$ cat src/wps_pkg.sv
// ----------------------------------------------------------------------------
// Watering pump scheduler package
// Shared constants, field widths, codes and transaction structs.
// ----------------------------------------------------------------------------
package wps_pkg;

    localparam int POTS     = 4;
    localparam int POT_W    = (POTS > 1) ? $clog2(POTS) : 1;
    localparam int SEL_W    = 2;
    localparam int LEVEL_W  = 10;
    localparam int TIME_W   = 32;
    localparam int PROD_W   = TIME_W + LEVEL_W;
    localparam int SPAN_MIN = 10;

    localparam int CFG_IDX_W  = 3;
    localparam int CFG_DATA_W = 32;

    localparam int S_TDATA_W = 48;
    localparam int S_TUSER_W = 1;
    localparam int M_TDATA_W = 72;
    localparam int M_TUSER_W = 2;

    localparam logic [CFG_IDX_W-1:0] CFG_TRIGGER  = 3'd0;
    localparam logic [CFG_IDX_W-1:0] CFG_RECOVER  = 3'd1;
    localparam logic [CFG_IDX_W-1:0] CFG_COOLDOWN = 3'd2;
    localparam logic [CFG_IDX_W-1:0] CFG_BASE     = 3'd3;
    localparam logic [CFG_IDX_W-1:0] CFG_MAX      = 3'd4;
    localparam logic [CFG_IDX_W-1:0] CFG_LOCKOUT  = 3'd5;

    localparam logic [LEVEL_W-1:0] TRIGGER_RST  = 10'd400;
    localparam logic [LEVEL_W-1:0] RECOVER_RST  = 10'd600;
    localparam logic [TIME_W-1:0]  COOLDOWN_RST = 32'd600000;
    localparam logic [TIME_W-1:0]  BASE_RST     = 32'd2000;
    localparam logic [TIME_W-1:0]  MAX_RST      = 32'd8000;
    localparam logic [TIME_W-1:0]  LOCKOUT_RST  = 32'd30000;

    typedef enum logic [0:0] {
        OP_SAMPLE = 1'b0,
        OP_TICK   = 1'b1
    } t_opcode;

    typedef enum logic [1:0] {
        EV_NONE  = 2'd0,
        EV_START = 2'd1,
        EV_STOP  = 2'd2
    } t_event;

    typedef enum logic [3:0] {
        S_IDLE,
        S_SCAN_RD,
        S_SCAN_EV,
        S_PREP,
        S_MUL,
        S_DIV_GO,
        S_DIV,
        S_STOP_CHK,
        S_STOP_WR,
        S_DONE
    } t_state;

    typedef struct packed {
        logic [LEVEL_W-1:0] trigger_level;
        logic [LEVEL_W-1:0] recover_level;
        logic [TIME_W-1:0]  cooldown_ms;
        logic [TIME_W-1:0]  base_pump_ms;
        logic [TIME_W-1:0]  max_pump_ms;
        logic [TIME_W-1:0]  startup_lockout_ms;
    } t_cfg;

    typedef struct packed {
        logic [SEL_W-1:0]   pot_select;
        logic [LEVEL_W-1:0] moisture_level;
        logic               probe_fault;
        logic [TIME_W-1:0]  now_ms;
        logic               control_due;
    } t_item;

    typedef struct packed {
        t_event             event_res;
        logic [SEL_W-1:0]   event_pot;
        logic [TIME_W-1:0]  run_time_ms;
        logic [TIME_W-1:0]  watering_count;
        logic               pump_busy;
        logic [SEL_W-1:0]   running_pot;
    } t_result;

endpackage

$ cat src/watering_pump_scheduler_unit.sv
// ----------------------------------------------------------------------------
// Watering pump scheduler unit
// Moisture samples and time ticks in, one pump event transaction out per item.
// ----------------------------------------------------------------------------
// One item is worked on at a time; the next is taken once its result has
// moved to the output register. A sample only updates its pot's record. A
// tick that may start a pump searches the pots, reading each pot's records
// in turn; one that finds a pot adds the run time calculation, mostly the
// serial divider producing one quotient bit per cycle over 42 bits. A tick
// then checks whether the running pump is due to stop, so a new run of zero
// length stops at once. While the output side holds off, the finished result
// waits and no new item is taken.
module watering_pump_scheduler_unit (
    input  logic                            i_clk,
    input  logic                            i_rst_n,
    input  logic                            s_axis_tvalid,
    output logic                            s_axis_tready,
    // pot_select[1:0], moisture_level[11:2], probe_fault[12], now_ms[44:13],
    // control_due[45], zero[47:46]
    input  logic [wps_pkg::S_TDATA_W-1:0]   s_axis_tdata,
    // opcode[0]
    input  logic [wps_pkg::S_TUSER_W-1:0]   s_axis_tuser,
    output logic                            m_axis_tvalid,
    input  logic                            m_axis_tready,
    // event_pot[1:0], run_time_ms[33:2], watering_count[65:34], pump_busy[66],
    // running_pot[68:67], zero[71:69]
    output logic [wps_pkg::M_TDATA_W-1:0]   m_axis_tdata,
    // event_res[1:0]
    output logic [wps_pkg::M_TUSER_W-1:0]   m_axis_tuser,
    input  logic                            i_cfg_we,
    input  logic [wps_pkg::CFG_IDX_W-1:0]   i_cfg_idx,
    input  logic [wps_pkg::CFG_DATA_W-1:0]  i_cfg_data
);
    import wps_pkg::*;

    t_cfg    r_cfg;
    t_item   item;
    t_opcode opcode;
    t_result core_res;
    t_result r_m_res;
    logic    r_m_valid;
    logic    core_idle, core_res_valid, slot_free;

    always_comb begin
        item.pot_select     = s_axis_tdata[1:0];
        item.moisture_level = s_axis_tdata[11:2];
        item.probe_fault    = s_axis_tdata[12];
        item.now_ms         = s_axis_tdata[44:13];
        item.control_due    = s_axis_tdata[45];
        opcode              = t_opcode'(s_axis_tuser[0]);
    end

    always_ff @(posedge i_clk) begin
        if (!i_rst_n) begin
            r_cfg.trigger_level      <= TRIGGER_RST;
            r_cfg.recover_level      <= RECOVER_RST;
            r_cfg.cooldown_ms        <= COOLDOWN_RST;
            r_cfg.base_pump_ms       <= BASE_RST;
            r_cfg.max_pump_ms        <= MAX_RST;
            r_cfg.startup_lockout_ms <= LOCKOUT_RST;
        end else if (i_cfg_we) begin
            case (i_cfg_idx)
                CFG_TRIGGER:  r_cfg.trigger_level      <= i_cfg_data[LEVEL_W-1:0];
                CFG_RECOVER:  r_cfg.recover_level      <= i_cfg_data[LEVEL_W-1:0];
                CFG_COOLDOWN: r_cfg.cooldown_ms        <= i_cfg_data[TIME_W-1:0];
                CFG_BASE:     r_cfg.base_pump_ms       <= i_cfg_data[TIME_W-1:0];
                CFG_MAX:      r_cfg.max_pump_ms        <= i_cfg_data[TIME_W-1:0];
                CFG_LOCKOUT:  r_cfg.startup_lockout_ms <= i_cfg_data[TIME_W-1:0];
                default: ;
            endcase
        end
    end

    wps_core u_core (
        .i_clk       (i_clk),
        .i_rst_n     (i_rst_n),
        .i_cfg       (r_cfg),
        .i_valid     (s_axis_tvalid),
        .i_opcode    (opcode),
        .i_item      (item),
        .o_idle      (core_idle),
        .o_res_valid (core_res_valid),
        .i_res_ready (slot_free),
        .o_res       (core_res)
    );

    assign s_axis_tready = core_idle;
    assign slot_free     = !r_m_valid || m_axis_tready;

    always_ff @(posedge i_clk) begin
        if (!i_rst_n) begin
            r_m_valid <= 1'b0;
        end else if (core_res_valid && slot_free) begin
            r_m_valid <= 1'b1;
        end else if (m_axis_tready) begin
            r_m_valid <= 1'b0;
        end
    end

    always_ff @(posedge i_clk) begin
        if (core_res_valid && slot_free) begin
            r_m_res <= core_res;
        end
    end

    assign m_axis_tvalid = r_m_valid;
    assign m_axis_tuser  = r_m_res.event_res;
    assign m_axis_tdata  = {3'b000, r_m_res.running_pot, r_m_res.pump_busy,
                            r_m_res.watering_count, r_m_res.run_time_ms,
                            r_m_res.event_pot};

    a_one_item: assert property (@(posedge i_clk) disable iff (!i_rst_n)
        s_axis_tvalid && s_axis_tready |=> !s_axis_tready)
        else $error("input taken again right after a transaction");

    a_stop_idle: assert property (@(posedge i_clk) disable iff (!i_rst_n)
        m_axis_tvalid && (r_m_res.event_res == EV_STOP) |-> !r_m_res.pump_busy)
        else $error("pump still busy after stop event");

    a_start_busy: assert property (@(posedge i_clk) disable iff (!i_rst_n)
        m_axis_tvalid && (r_m_res.event_res == EV_START) |->
            r_m_res.pump_busy && (r_m_res.running_pot == r_m_res.event_pot))
        else $error("start event without matching running pot");

    a_idle_pot: assert property (@(posedge i_clk) disable iff (!i_rst_n)
        m_axis_tvalid && !r_m_res.pump_busy |-> (r_m_res.running_pot == '0))
        else $error("running pot reported while no pump runs");

endmodule

$ cat src/wps_ram.sv
// ----------------------------------------------------------------------------
// Generic RAM
// One write port, one read port, read data registered.
// ----------------------------------------------------------------------------
module wps_ram #(
    parameter  int WIDTH = 8,
    parameter  int DEPTH = 4,
    localparam int AW    = (DEPTH > 1) ? $clog2(DEPTH) : 1
) (
    input  logic             i_clk,
    input  logic             i_we,
    input  logic [AW-1:0]    i_waddr,
    input  logic [WIDTH-1:0] i_wdata,
    input  logic [AW-1:0]    i_raddr,
    output logic [WIDTH-1:0] o_rdata
);

    logic [WIDTH-1:0] r_mem [DEPTH];
    logic [WIDTH-1:0] r_rdata;

    always_ff @(posedge i_clk) begin
        if (i_we) begin
            r_mem[i_waddr] <= i_wdata;
        end
        r_rdata <= r_mem[i_raddr];
    end

    assign o_rdata = r_rdata;

endmodule

$ cat src/wps_div.sv
// ----------------------------------------------------------------------------
// Serial divider
// Restoring division, one quotient bit per cycle, for the run time scaling.
// ----------------------------------------------------------------------------
module wps_div (
    input  logic                       i_clk,
    input  logic                       i_rst_n,
    input  logic                       i_start,
    input  logic [wps_pkg::PROD_W-1:0]  i_dividend,
    input  logic [wps_pkg::LEVEL_W-1:0] i_divisor,
    output logic                       o_done,
    output logic [wps_pkg::TIME_W-1:0]  o_quotient
);
    import wps_pkg::*;

    localparam int CNT_W = $clog2(PROD_W + 1);

    logic               r_busy;
    logic               r_done;
    logic [CNT_W-1:0]   r_cnt;
    logic [LEVEL_W-1:0] r_rem;
    logic [PROD_W-1:0]  r_quo;
    logic [LEVEL_W-1:0] r_div;

    logic [LEVEL_W:0]   shifted;
    logic [LEVEL_W:0]   diff;
    logic               ge;
    logic [LEVEL_W-1:0] n_rem;

    always_comb begin
        shifted = {r_rem, r_quo[PROD_W-1]};
        diff    = shifted - {1'b0, r_div};
        ge      = (shifted >= {1'b0, r_div});
        n_rem   = ge ? diff[LEVEL_W-1:0] : shifted[LEVEL_W-1:0];
    end

    always_ff @(posedge i_clk) begin
        if (!i_rst_n) begin
            r_busy <= 1'b0;
            r_done <= 1'b0;
            r_cnt  <= '0;
        end else if (i_start) begin
            r_busy <= 1'b1;
            r_done <= 1'b0;
            r_cnt  <= CNT_W'(PROD_W);
        end else if (r_busy) begin
            r_cnt <= r_cnt - 1'b1;
            if (r_cnt == CNT_W'(1)) begin
                r_busy <= 1'b0;
                r_done <= 1'b1;
            end
        end else begin
            r_done <= 1'b0;
        end
    end

    always_ff @(posedge i_clk) begin
        if (i_start) begin
            r_rem <= '0;
            r_quo <= i_dividend;
            r_div <= i_divisor;
        end else if (r_busy) begin
            r_rem <= n_rem;
            r_quo <= {r_quo[PROD_W-2:0], ge};
        end
    end

    assign o_done     = r_done;
    assign o_quotient = r_quo[TIME_W-1:0];

endmodule

$ cat src/wps_core.sv
// ----------------------------------------------------------------------------
// Scheduler core
// Per-pot records in two RAMs, pot scan, run time calculation, pump control.
// ----------------------------------------------------------------------------
module wps_core (
    input  logic              i_clk,
    input  logic              i_rst_n,
    input  wps_pkg::t_cfg     i_cfg,
    input  logic              i_valid,
    input  wps_pkg::t_opcode  i_opcode,
    input  wps_pkg::t_item    i_item,
    output logic              o_idle,
    output logic              o_res_valid,
    input  logic              i_res_ready,
    output wps_pkg::t_result  o_res
);
    import wps_pkg::*;

    localparam int A_W = LEVEL_W + 1;
    localparam int B_W = 2 * TIME_W;

    t_state             r_state, n_state;
    t_item              r_item;
    logic [POT_W-1:0]   r_idx;
    logic               r_found, n_found;
    logic [POT_W-1:0]   r_best;
    logic [LEVEL_W-1:0] r_best_lvl;
    logic [LEVEL_W-1:0] r_deficit, r_span;
    logic [TIME_W-1:0]  r_diff;
    logic [PROD_W-1:0]  r_prod;
    logic               r_busy;
    logic [POT_W-1:0]   r_run_idx;
    logic [TIME_W-1:0]  r_start, r_len;
    t_event             r_ev;
    logic [POT_W-1:0]   r_ev_pot;
    logic [TIME_W-1:0]  r_cnt;
    logic [POTS-1:0]    r_vld_a, r_vld_b;

    logic               ram_a_we;
    logic [POT_W-1:0]   ram_a_waddr;
    logic [A_W-1:0]     ram_a_wdata, ram_a_rdata;
    logic               ram_b_we;
    logic [POT_W-1:0]   ram_b_raddr;
    logic [B_W-1:0]     ram_b_wdata, ram_b_rdata;
    logic               div_start, div_done;
    logic [TIME_W-1:0]  div_quo;

    logic               pot_ok, start_ok, stop_due, last_idx;
    logic [LEVEL_W-1:0] rd_lvl;
    logic               rd_fault, cooling, elig, take;
    logic [TIME_W-1:0]  rd_last, rd_cnt, stop_cnt;
    logic [LEVEL_W:0]   def_raw, span_raw;
    logic [LEVEL_W-1:0] def_c, span_c, def_clamp;
    logic [TIME_W-1:0]  diff_c;

    wps_ram #(.WIDTH(A_W), .DEPTH(POTS)) u_ram_level (
        .i_clk   (i_clk),
        .i_we    (ram_a_we),
        .i_waddr (ram_a_waddr),
        .i_wdata (ram_a_wdata),
        .i_raddr (r_idx),
        .o_rdata (ram_a_rdata)
    );

    wps_ram #(.WIDTH(B_W), .DEPTH(POTS)) u_ram_history (
        .i_clk   (i_clk),
        .i_we    (ram_b_we),
        .i_waddr (r_run_idx),
        .i_wdata (ram_b_wdata),
        .i_raddr (ram_b_raddr),
        .o_rdata (ram_b_rdata)
    );

    wps_div u_div (
        .i_clk      (i_clk),
        .i_rst_n    (i_rst_n),
        .i_start    (div_start),
        .i_dividend (r_prod),
        .i_divisor  (r_span),
        .o_done     (div_done),
        .o_quotient (div_quo)
    );

    always_comb begin
        pot_ok      = (32'(i_item.pot_select) < 32'(POTS));
        ram_a_waddr = POT_W'(i_item.pot_select);
        ram_a_wdata = {i_item.moisture_level, i_item.probe_fault};
        start_ok    = i_item.control_due && !r_busy &&
                      (i_item.now_ms >= i_cfg.startup_lockout_ms);

        // entries never written read as their reset values
        rd_lvl   = r_vld_a[r_idx] ? ram_a_rdata[A_W-1:1] : '0;
        rd_fault = r_vld_a[r_idx] ? ram_a_rdata[0] : 1'b1;
        rd_last  = r_vld_b[r_idx] ? ram_b_rdata[B_W-1:TIME_W] : '0;
        rd_cnt   = r_vld_b[r_run_idx] ? ram_b_rdata[TIME_W-1:0] : '0;
        stop_cnt = rd_cnt + 1'b1;
        ram_b_wdata = {r_item.now_ms, stop_cnt};

        cooling  = (rd_last != '0) && ((r_item.now_ms - rd_last) < i_cfg.cooldown_ms);
        elig     = !rd_fault && !cooling && (rd_lvl <= i_cfg.trigger_level);
        take     = elig && (!r_found || (rd_lvl < r_best_lvl));
        n_found  = r_found || elig;
        last_idx = (r_idx == POT_W'(POTS - 1));
        stop_due = r_busy && ((r_item.now_ms - r_start) >= r_len);

        def_raw  = {1'b0, i_cfg.trigger_level} - {1'b0, r_best_lvl};
        span_raw = {1'b0, i_cfg.recover_level} - {1'b0, i_cfg.trigger_level};
        def_c    = def_raw[LEVEL_W] ? '0 : def_raw[LEVEL_W-1:0];
        span_c   = (span_raw[LEVEL_W] || (span_raw[LEVEL_W-1:0] < LEVEL_W'(SPAN_MIN))) ?
                   LEVEL_W'(SPAN_MIN) : span_raw[LEVEL_W-1:0];
        def_clamp = (def_c > span_c) ? span_c : def_c;
        diff_c   = (i_cfg.max_pump_ms >= i_cfg.base_pump_ms) ?
                   (i_cfg.max_pump_ms - i_cfg.base_pump_ms) : '0;
    end

    always_comb begin
        n_state = r_state;
        case (r_state)
            S_IDLE: begin
                if (i_valid) begin
                    if (i_opcode == OP_SAMPLE) begin
                        n_state = S_DONE;
                    end else if (start_ok) begin
                        n_state = S_SCAN_RD;
                    end else begin
                        n_state = S_STOP_CHK;
                    end
                end
            end
            S_SCAN_RD:  n_state = S_SCAN_EV;
            S_SCAN_EV: begin
                if (last_idx) begin
                    n_state = n_found ? S_PREP : S_STOP_CHK;
                end else begin
                    n_state = S_SCAN_RD;
                end
            end
            S_PREP:     n_state = S_MUL;
            S_MUL:      n_state = S_DIV_GO;
            S_DIV_GO:   n_state = S_DIV;
            S_DIV: begin
                if (div_done) begin
                    n_state = S_STOP_CHK;
                end
            end
            S_STOP_CHK: n_state = stop_due ? S_STOP_WR : S_DONE;
            S_STOP_WR:  n_state = S_DONE;
            S_DONE: begin
                if (i_res_ready) begin
                    n_state = S_IDLE;
                end
            end
            default:    n_state = S_IDLE;
        endcase
    end

    always_comb begin
        o_idle      = 1'b0;
        o_res_valid = 1'b0;
        ram_a_we    = 1'b0;
        ram_b_we    = 1'b0;
        ram_b_raddr = r_idx;
        div_start   = 1'b0;
        case (r_state)
            S_IDLE: begin
                o_idle   = 1'b1;
                ram_a_we = i_valid && (i_opcode == OP_SAMPLE) && pot_ok;
            end
            S_DIV_GO:   div_start   = 1'b1;
            S_STOP_CHK: ram_b_raddr = r_run_idx;
            S_STOP_WR:  ram_b_we    = 1'b1;
            S_DONE:     o_res_valid = 1'b1;
            default: ;
        endcase
    end

    always_ff @(posedge i_clk) begin
        if (!i_rst_n) begin
            r_state   <= S_IDLE;
            r_busy    <= 1'b0;
            r_run_idx <= '0;
            r_start   <= '0;
            r_len     <= '0;
            r_vld_a   <= '0;
            r_vld_b   <= '0;
            r_ev      <= EV_NONE;
            r_ev_pot  <= '0;
            r_cnt     <= '0;
            r_found   <= 1'b0;
            r_idx     <= '0;
        end else begin
            r_state <= n_state;
            if (ram_a_we) begin
                r_vld_a[ram_a_waddr] <= 1'b1;
            end
            case (r_state)
                S_IDLE: begin
                    if (i_valid) begin
                        r_ev     <= EV_NONE;
                        r_ev_pot <= '0;
                        r_cnt    <= '0;
                        r_found  <= 1'b0;
                        r_idx    <= '0;
                    end
                end
                S_SCAN_EV: begin
                    r_found <= n_found;
                    if (!last_idx) begin
                        r_idx <= r_idx + 1'b1;
                    end
                end
                S_DIV: begin
                    if (div_done) begin
                        r_len     <= i_cfg.base_pump_ms + div_quo;
                        r_start   <= r_item.now_ms;
                        r_run_idx <= r_best;
                        r_busy    <= 1'b1;
                        r_ev      <= EV_START;
                        r_ev_pot  <= r_best;
                    end
                end
                S_STOP_WR: begin
                    r_vld_b[r_run_idx] <= 1'b1;
                    r_busy   <= 1'b0;
                    r_ev     <= EV_STOP;
                    r_ev_pot <= r_run_idx;
                    r_cnt    <= stop_cnt;
                end
                default: ;
            endcase
        end
    end

    always_ff @(posedge i_clk) begin
        case (r_state)
            S_IDLE: begin
                if (i_valid) begin
                    r_item <= i_item;
                end
            end
            S_SCAN_EV: begin
                if (take) begin
                    r_best     <= r_idx;
                    r_best_lvl <= rd_lvl;
                end
            end
            S_PREP: begin
                r_deficit <= def_clamp;
                r_span    <= span_c;
                r_diff    <= diff_c;
            end
            S_MUL:   r_prod <= PROD_W'(r_diff) * PROD_W'(r_deficit);
            default: ;
        endcase
    end

    always_comb begin
        o_res.event_res      = r_ev;
        o_res.event_pot      = SEL_W'(r_ev_pot);
        o_res.run_time_ms    = ((r_ev != EV_NONE) || r_busy) ? r_len : '0;
        o_res.watering_count = r_cnt;
        o_res.pump_busy      = r_busy;
        o_res.running_pot    = r_busy ? SEL_W'(r_run_idx) : '0;
    end

endmodule

$ cat config.mk
export PLATFORM = sky130hd
export DESIGN_NAME = watering_pump_scheduler_unit
export DESIGN_NICKNAME = d
export VERILOG_FILES = /design/src/wps_pkg.sv /design/src/watering_pump_scheduler_unit.sv /design/src/wps_ram.sv /design/src/wps_div.sv /design/src/wps_core.sv
export SDC_FILE = /design/constraint.sdc
export NUM_CORES = 2
export LEC_CHECK = 0
export ABC_AREA = 1
export BUFFER_PORTS_ARGS = -buffer_cell sky130_fd_sc_hd__clkbuf_2
export CAP_MARGIN = 10
export CORE_MARGIN = 4
export CORE_UTILIZATION = 30
export CTS_CLUSTER_SIZE = 24
export DETAILED_ROUTE_END_ITERATION = 8
export MAX_ROUTING_LAYER = met4
export PLACE_DENSITY = 0.45
export SYNTH_ARGS = -nofsm -noshare
export SYNTH_HDL_FRONTEND = slang
export SYNTH_SLANG_ARGS = --single-unit
$ cat constraint.sdc
create_clock -name i_clk -period 16.6 [get_ports i_clk]
set_input_delay 4.15 -clock i_clk [delete_from_list [all_inputs] [get_ports i_clk]]
set_output_delay 4.15 -clock i_clk [all_outputs]
set_load 0.01 [all_outputs]
Word level (Yosys, flattened, before mapping)
Memories as Yosys holds them, arrays and structs flattened. A register that Yosys moved wholly into a read port is not among the register bits.
Index checks and enable logic that the tools add are counted.
{"block": "word_totals", "mem_bits_rw": 300, "word_cells": 198, "mem_count": 2, "output_inout_bits": 76, "register_bits": 546, "in_bits": 89}
{"block": "classes", "magnitude_cmp": 14, "bitwise_logic": 5, "n_mux": 59, "multipliers": 1, "n_eq_ne": 20, "n_reduce_logical": 48, "addsub": 10}
{"name": "u_core.u_ram_history.r_mem", "depth": 4, "word_bits": 64, "rd": 1, "rd_clocked_by_memory_dff": 1, "write_ports": 1, "line": "wps_ram.sv:18", "text": "logic [WIDTH-1:0] r_mem [DEPTH];"}
{"name": "u_core.u_ram_level.r_mem", "depth": 4, "word_bits": 11, "rd": 1, "rd_clocked_by_memory_dff": 1, "write_ports": 1, "line": "wps_ram.sv:18"}
{"operator": "$ge A32 B32 Y1", "n": 3}
{"operator": "$mux W32", "n": 3}
{"operator": "$sub A32 B32 Y32", "n": 3}
{"operator": "$mux W42", "n": 2}
{"operator": "$pmux W32 S2", "n": 1}
{"operator": "$mux W10", "n": 5}
{"operator": "$mul A32 B10 Y42", "n": 1}
{"operator": "$pmux W4 S10", "n": 1}
{"operator": "$add A32 B1 Y32 const B", "n": 1}
{"operator": "$add A32 B32 Y32", "n": 1}
{"operator": "$lt A32 B32 Y1", "n": 1}
{"operator": "$reduce_bool A32 Y1", "n": 1}
{"operator": "$reduce_and A2 Y1", "n": 12}
{"operator": "$mux W1", "n": 23}
{"operator": "$sub A10 B10 Y11", "n": 2}
{"operator": "$mux W4", "n": 5}
{"operator": "$eq A4 B3 Y1 const B", "n": 4}
{"operator": "$mux W6", "n": 2}
{"operator": "$pmux W2 S3", "n": 2}
{"operator": "$reduce_bool A2 Y1", "n": 6}
{"operator": "$ge A11 B10 Y1", "n": 1}
{"operator": "$logic_and A1 B1 Y1", "n": 11}
{"operator": "$gt A10 B10 Y1", "n": 1}
{"operator": "$le A10 B10 Y1", "n": 1}
{"operator": "other kinds (32)", "n": 64}

Longest topological paths before layout
{"block": "logic_depth", "ltp_word": 13, "depth_mapped": 34, "mapped_depth_nobuf": 31}

Cells and area by module
From an unflattened synthesis, not the netlist that was laid out.
{"block": "hier_totals", "hier_cells": 7013, "area_unflattened_um2": 57670.3}
{"mod": "wps_core", "area_each_um2": 31818.0, "cells_each": 4403, "n_inst": 1}
{"mod": "wps_ram at u_core.u_ram_history", "area_each_um2": 12042.8, "cells_each": 1074, "n_inst": 1}
{"mod": "watering_pump_scheduler_unit", "area_each_um2": 7933.9, "cells_each": 897, "n_inst": 1}
{"mod": "wps_div", "area_each_um2": 3767.4, "cells_each": 448, "n_inst": 1}
{"mod": "wps_ram at u_core.u_ram_level", "area_each_um2": 2108.3, "cells_each": 191, "n_inst": 1}

Least setup slack after synthesis
Ideal clock, no wire load.
{"block": "synth_timing", "path_type": "in2reg", "start": "input m_axis_tready", "end": "register r_m_res, in the netlist m_axis_tdata[0] (enable)", "slack_ns": 8.944, "stages": 2, "setup_ns": 0.500, "t_arrival_ns": 7.155, "path_buffers": 0, "path_cell_list": "nor2_1 > nor2_1"}
{"block": "synth_between", "elab_chain_len": 2}
{"element": "start: declaration", "line": "watering_pump_scheduler_unit.sv:24", "text": "input logic m_axis_tready,"}
{"element": "$logic_or A1 B1 Y1", "line": "watering_pump_scheduler_unit.sv:88", "text": "assign slot_free = !r_m_valid || m_axis_tready;"}
{"element": "$logic_and A1 B1 Y1", "line": "watering_pump_scheduler_unit.sv:101", "text": "if (core_res_valid && slot_free) begin"}
{"element": "end signal: assignment", "line": "watering_pump_scheduler_unit.sv:102", "text": "r_m_res <= core_res;"}
{"element": "end: declaration", "line": "watering_pump_scheduler_unit.sv:40", "text": "t_result r_m_res;"}
Every way passes these cells.
A chain may end at the register's enable or synchronous reset.

Worst setup path after layout
{"block": "layout_timing", "start": "register u_core.r_idx[1]", "end": "register u_core.r_best_lvl[1] (enable)"}
{"block": "layout_between", "elab_chain_len": 11}
{"element": "start: declaration", "line": "wps_core.sv:24", "text": "logic [POT_W-1:0] r_idx;"}
{"element": "start signal: assignment", "line": "wps_core.sv:209", "text": "r_idx <= r_idx + 1'b1;"}
{"element": "$bmux W1 S2", "line": "wps_core.sv:94", "text": "rd_last = r_vld_b[r_idx] ? ram_b_rdata[B_W-1:TIME_W] : '0;"}
{"element": "$mux W1 (implied by the code)", "line": "wps_core.sv:94"}
{"element": "$mux W32", "line": "wps_core.sv:94"}
{"element": "$sub A32 B32 Y32", "line": "wps_core.sv:99", "text": "cooling = (rd_last != '0) && ((r_item.now_ms - rd_last) < i_cfg.cooldown_ms);"}
{"element": "$lt A32 B32 Y1", "line": "wps_core.sv:99"}
{"element": "$logic_and A1 B1 Y1", "line": "wps_core.sv:99"}
{"element": "$logic_not A1 Y1", "line": "wps_core.sv:100", "text": "elig = !rd_fault && !cooling && (rd_lvl <= i_cfg.trigger_level);"}
{"element": "$logic_and A1 B1 Y1 (2 in a row)", "line": "wps_core.sv:100"}
{"element": "$logic_and A1 B1 Y1 (*)", "line": "wps_core.sv:101", "text": "take = elig && (!r_found || (rd_lvl < r_best_lvl));"}
{"element": "$reduce_and A2 Y1 (no line) (*)"}
{"element": "end signal: assignment", "line": "wps_core.sv:244", "text": "r_best_lvl <= rd_lvl;"}
{"element": "end: declaration", "line": "wps_core.sv:27", "text": "logic [LEVEL_W-1:0] r_best_lvl;"}
Mark *: on every way between the ends. The rest lies on a longest branch, timed or not. The select of a mux whose other input is x is not followed.

==> run metrics <==
status=complete, no violations; Tcrit/Tclk final=46.2%; Cells after Synth=6,212; Synth area leader=edfxtp_1; WL per Instance=18.9 µm; gr usage total=17.7%; initial drt markers=2,675; initial antenna violation count=4; Syn Area/Cell=8.83 µm²; TritonCTS Sinks=921; Fin. Hold Viols=0; CTS tree=done; fraction of registers with async set/reset=0%; Placed Area=58,300 µm²; Synth area leaders=edfxtp_1, dfxtp_1, fa_1; Max rail drop VDD=0.158 mV; nets=7,012; #FFs+latches synth=921; RSZ-0062 raised after global routing=false; Final Max Slew Viols=0; Post-CTS Hold Fix Bufs=0; critical path startpoint category=flop; Via density=4.71; Fin Setup TNS=0 ps; sequential fraction of the synthesis area=43.9%; maximum fanout along the worst path=32; Post-Route WL=166,000 µm; max frequency=0.130 GHz; Slew HR=28.9%; Distinct cells, synth=59; Via Count=41,322; Initial Util=30.2%; core area=181,000 µm²; Port Buffer Count=159; Final setup viols=0; Syn-to-layout area delta=12.5%; gp weighted congestion=0.899; worst hold-check path type=reg -> reg; clock transition at the registers of the reported paths=60 ps; Synth warnings=0; CTS Root Cell=clkbuf_16; die area=190,000 µm²; DRC errors left=0; Critical Path RT=17,000 ps; first-pass GRT wire length=253,000 µm; Die Ht=435 µm; count leader, synth=nand2_1; Crit Path Class=reg -> reg; clock tree buffer depth=3; final instance area=61,700 µm²; die width=435 µm; total CTS buffers=102; number of global-route vias before repair=41,021; Synth top area share=30.7%; number of post-CTS setup repair buffers=0; # resized after CTS=0; FP Rows=156; list of most frequent post-synthesis cells=nand2_1, inv_1, edfxtp_1; hold slack final=419 ps; cell area power density=197 nW/µm²; first drt pass iteration count=7; Critical Path AT=8070 ps; Post-synth top flop=edfxtp_1; DP Wirelength=125,000 µm; gr ovfl total=0; H-tree depth=3; P_leak=26.8 nW; io pins=165; Post-DRT Antenna Nets=0; Final min period=7670 ps; Post-Syn Area=54,800 µm²; MaxCap Viol Count=0; worst-margin pin slew=1070 ps; Setup crit end kind=flop; largest net degree at the start of global routing=96; layout cells sized above 1=7.31%; Clk Latency, worst-skew pair=720 ps; final clock skew=31.5 ps; EDFF count, synth=561
[worst max-delay path: stages (launching register included)]
cell     delay (ps)
dfxtp_1         870
inv_1           540
nand3_1         930
nand2_1         170
inv_1           790
nand2_1         160
ha_1            410
nand2_1         150
nor4_1          420
nand2_1          80
o21ai_0         600
nand2_1         140
a21oi_1         210
xor2_1          160
inv_1            70
ha_1            270
nand2_1          50
nor2_1          200
nand2_1         140
inv_1            70
nand2_1          50
nand2_1          60
a21oi_1          40
nand2_1         240
nand3_1         110
a21oi_1         130
buf_4           230
[area by class of cell]
class	count	area (µm²)
Fill cell	18857	120000
Antenna cell	5	12.5
Clock inverter	43	490
Multi-Input combinational cell	4107	26400
Tap cell	2370	2970
Inverter	969	3640
Sequential cell	921	24100
Clock buffer	150	2940
Timing Repair Buffer	216	1230
[final timing paths]
path / cells past startpoint / startpoint / slack [ps] / to
hold reg to reg: 0 / u_core.r_span[5] / 420 / u_core.u_div.r_div[5]
hold / removal: 0 / u_core.r_span[5] / 420 / u_core.u_div.r_div[5]
setup reg to reg: 26 / u_core.r_idx[1] / 8930 / u_core.r_best_lvl[1]
setup / recovery: 26 / u_core.r_idx[1] / 8930 / u_core.r_best_lvl[1]
[logic make-up (layout without fill, tap and decap cells)]
| logic type | count (synthesis) | after routing | share of synthesized area (%) |
|---|---|---|---|
| fa+ha+maj | 606 | 606 | 17.2 |
| flops | 921 | 921 | 43.9 |
| xor+xnor | 169 | 169 | 2.74 |
| simple gates | 2121 | 2121 | 15.9 |
| buf+inv | 1186 | 1378 | 8.24 |
| other cells | 1 | 8 | 0.00684 |
| compound gates | 1208 | 1208 | 12.0 |
[through the flow]
stage	setup WS (ps)	utilization, %	std cells	total power, mW
after CTS	9070	34.0	8776	12.3
after detailed placement	9100	32.1	8583	9.88
after floorplan	8940	-	6214	7.94
after global routing	8500	34.0	8776	13.3
final	8930	34.0	8781	12.1
after global placement	9080	32.1	8583	9.85
[cells in the final DEF (no fill, tap or decap), types with 9 or more instances in the layout]
master        n
clkbuf_8     12
nor3_1       55
a21oi_1     471
a221oi_1     11
ha_1        361
dfxtp_1     360
a21o_1       24
o21bai_1     15
nor2_1      540
nor2_2       16
fa_1        245
nor4_1       11
clkbuf_2    158
o21ai_0     474
o22ai_1      75
bufinv_16    10
a31oi_1      31
inv_1       948
nor3_2       18
nor2_4       13
clkbuf_1     32
nand4_1      40
nand2_1    1229
or2_2        12
o211ai_1     50
clkinv_1     17
o21a_1       18
buf_4        58
nand3b_1      9
xnor2_1      53
clkbuf_16   106
nand3_1     146
edfxtp_1    561
clkinv_2     11
inv_2        13
xor2_1      113
[layer usage]
layer	vias to the layer above	global-route usage, %	part of all wire (%)
met1	19913	22.5	45
met4	0	5.18	3.0
met3	209	1.65	2.8
met5	-	-	0
li1	20590	-	-
met2	610	30.1	49
[registers in the layout, summed over array words and instances (netlist names), 4 cells and up]
signal / flops
u_core.r_state: 4
u_core.u_ram_history.r_mem: 256
u_core.r_deficit: 10
u_core.r_vld_a: 4
u_core.u_div.r_cnt: 6
u_core.u_ram_level.r_mem: 44
u_core.r_prod: 42
u_core.r_vld_b: 4
u_core.r_start: 32
u_core.r_diff: 32
u_core.u_div.r_quo: 42
u_core.u_div.r_div: 10
r_cfg: 148
u_core.u_div.r_rem: 10
u_core.r_len: 32
u_core.r_cnt: 32
u_core.u_ram_level.o_rdata: 11
u_core.r_span: 10
u_core.r_item: 32
m_axis_tdata: 69
u_core.u_ram_history.o_rdata: 64
u_core.r_best_lvl: 10
[report_power, final]
part           internal [mW]  switching [mW]  total, mW
sequential              3.03           0.237       3.27
combinational           2.31            4.21       6.52
clock                   1.38           0.960       2.34
total                   6.72            5.41       12.1
Note: power is estimated with default switching activity, not from simulation.
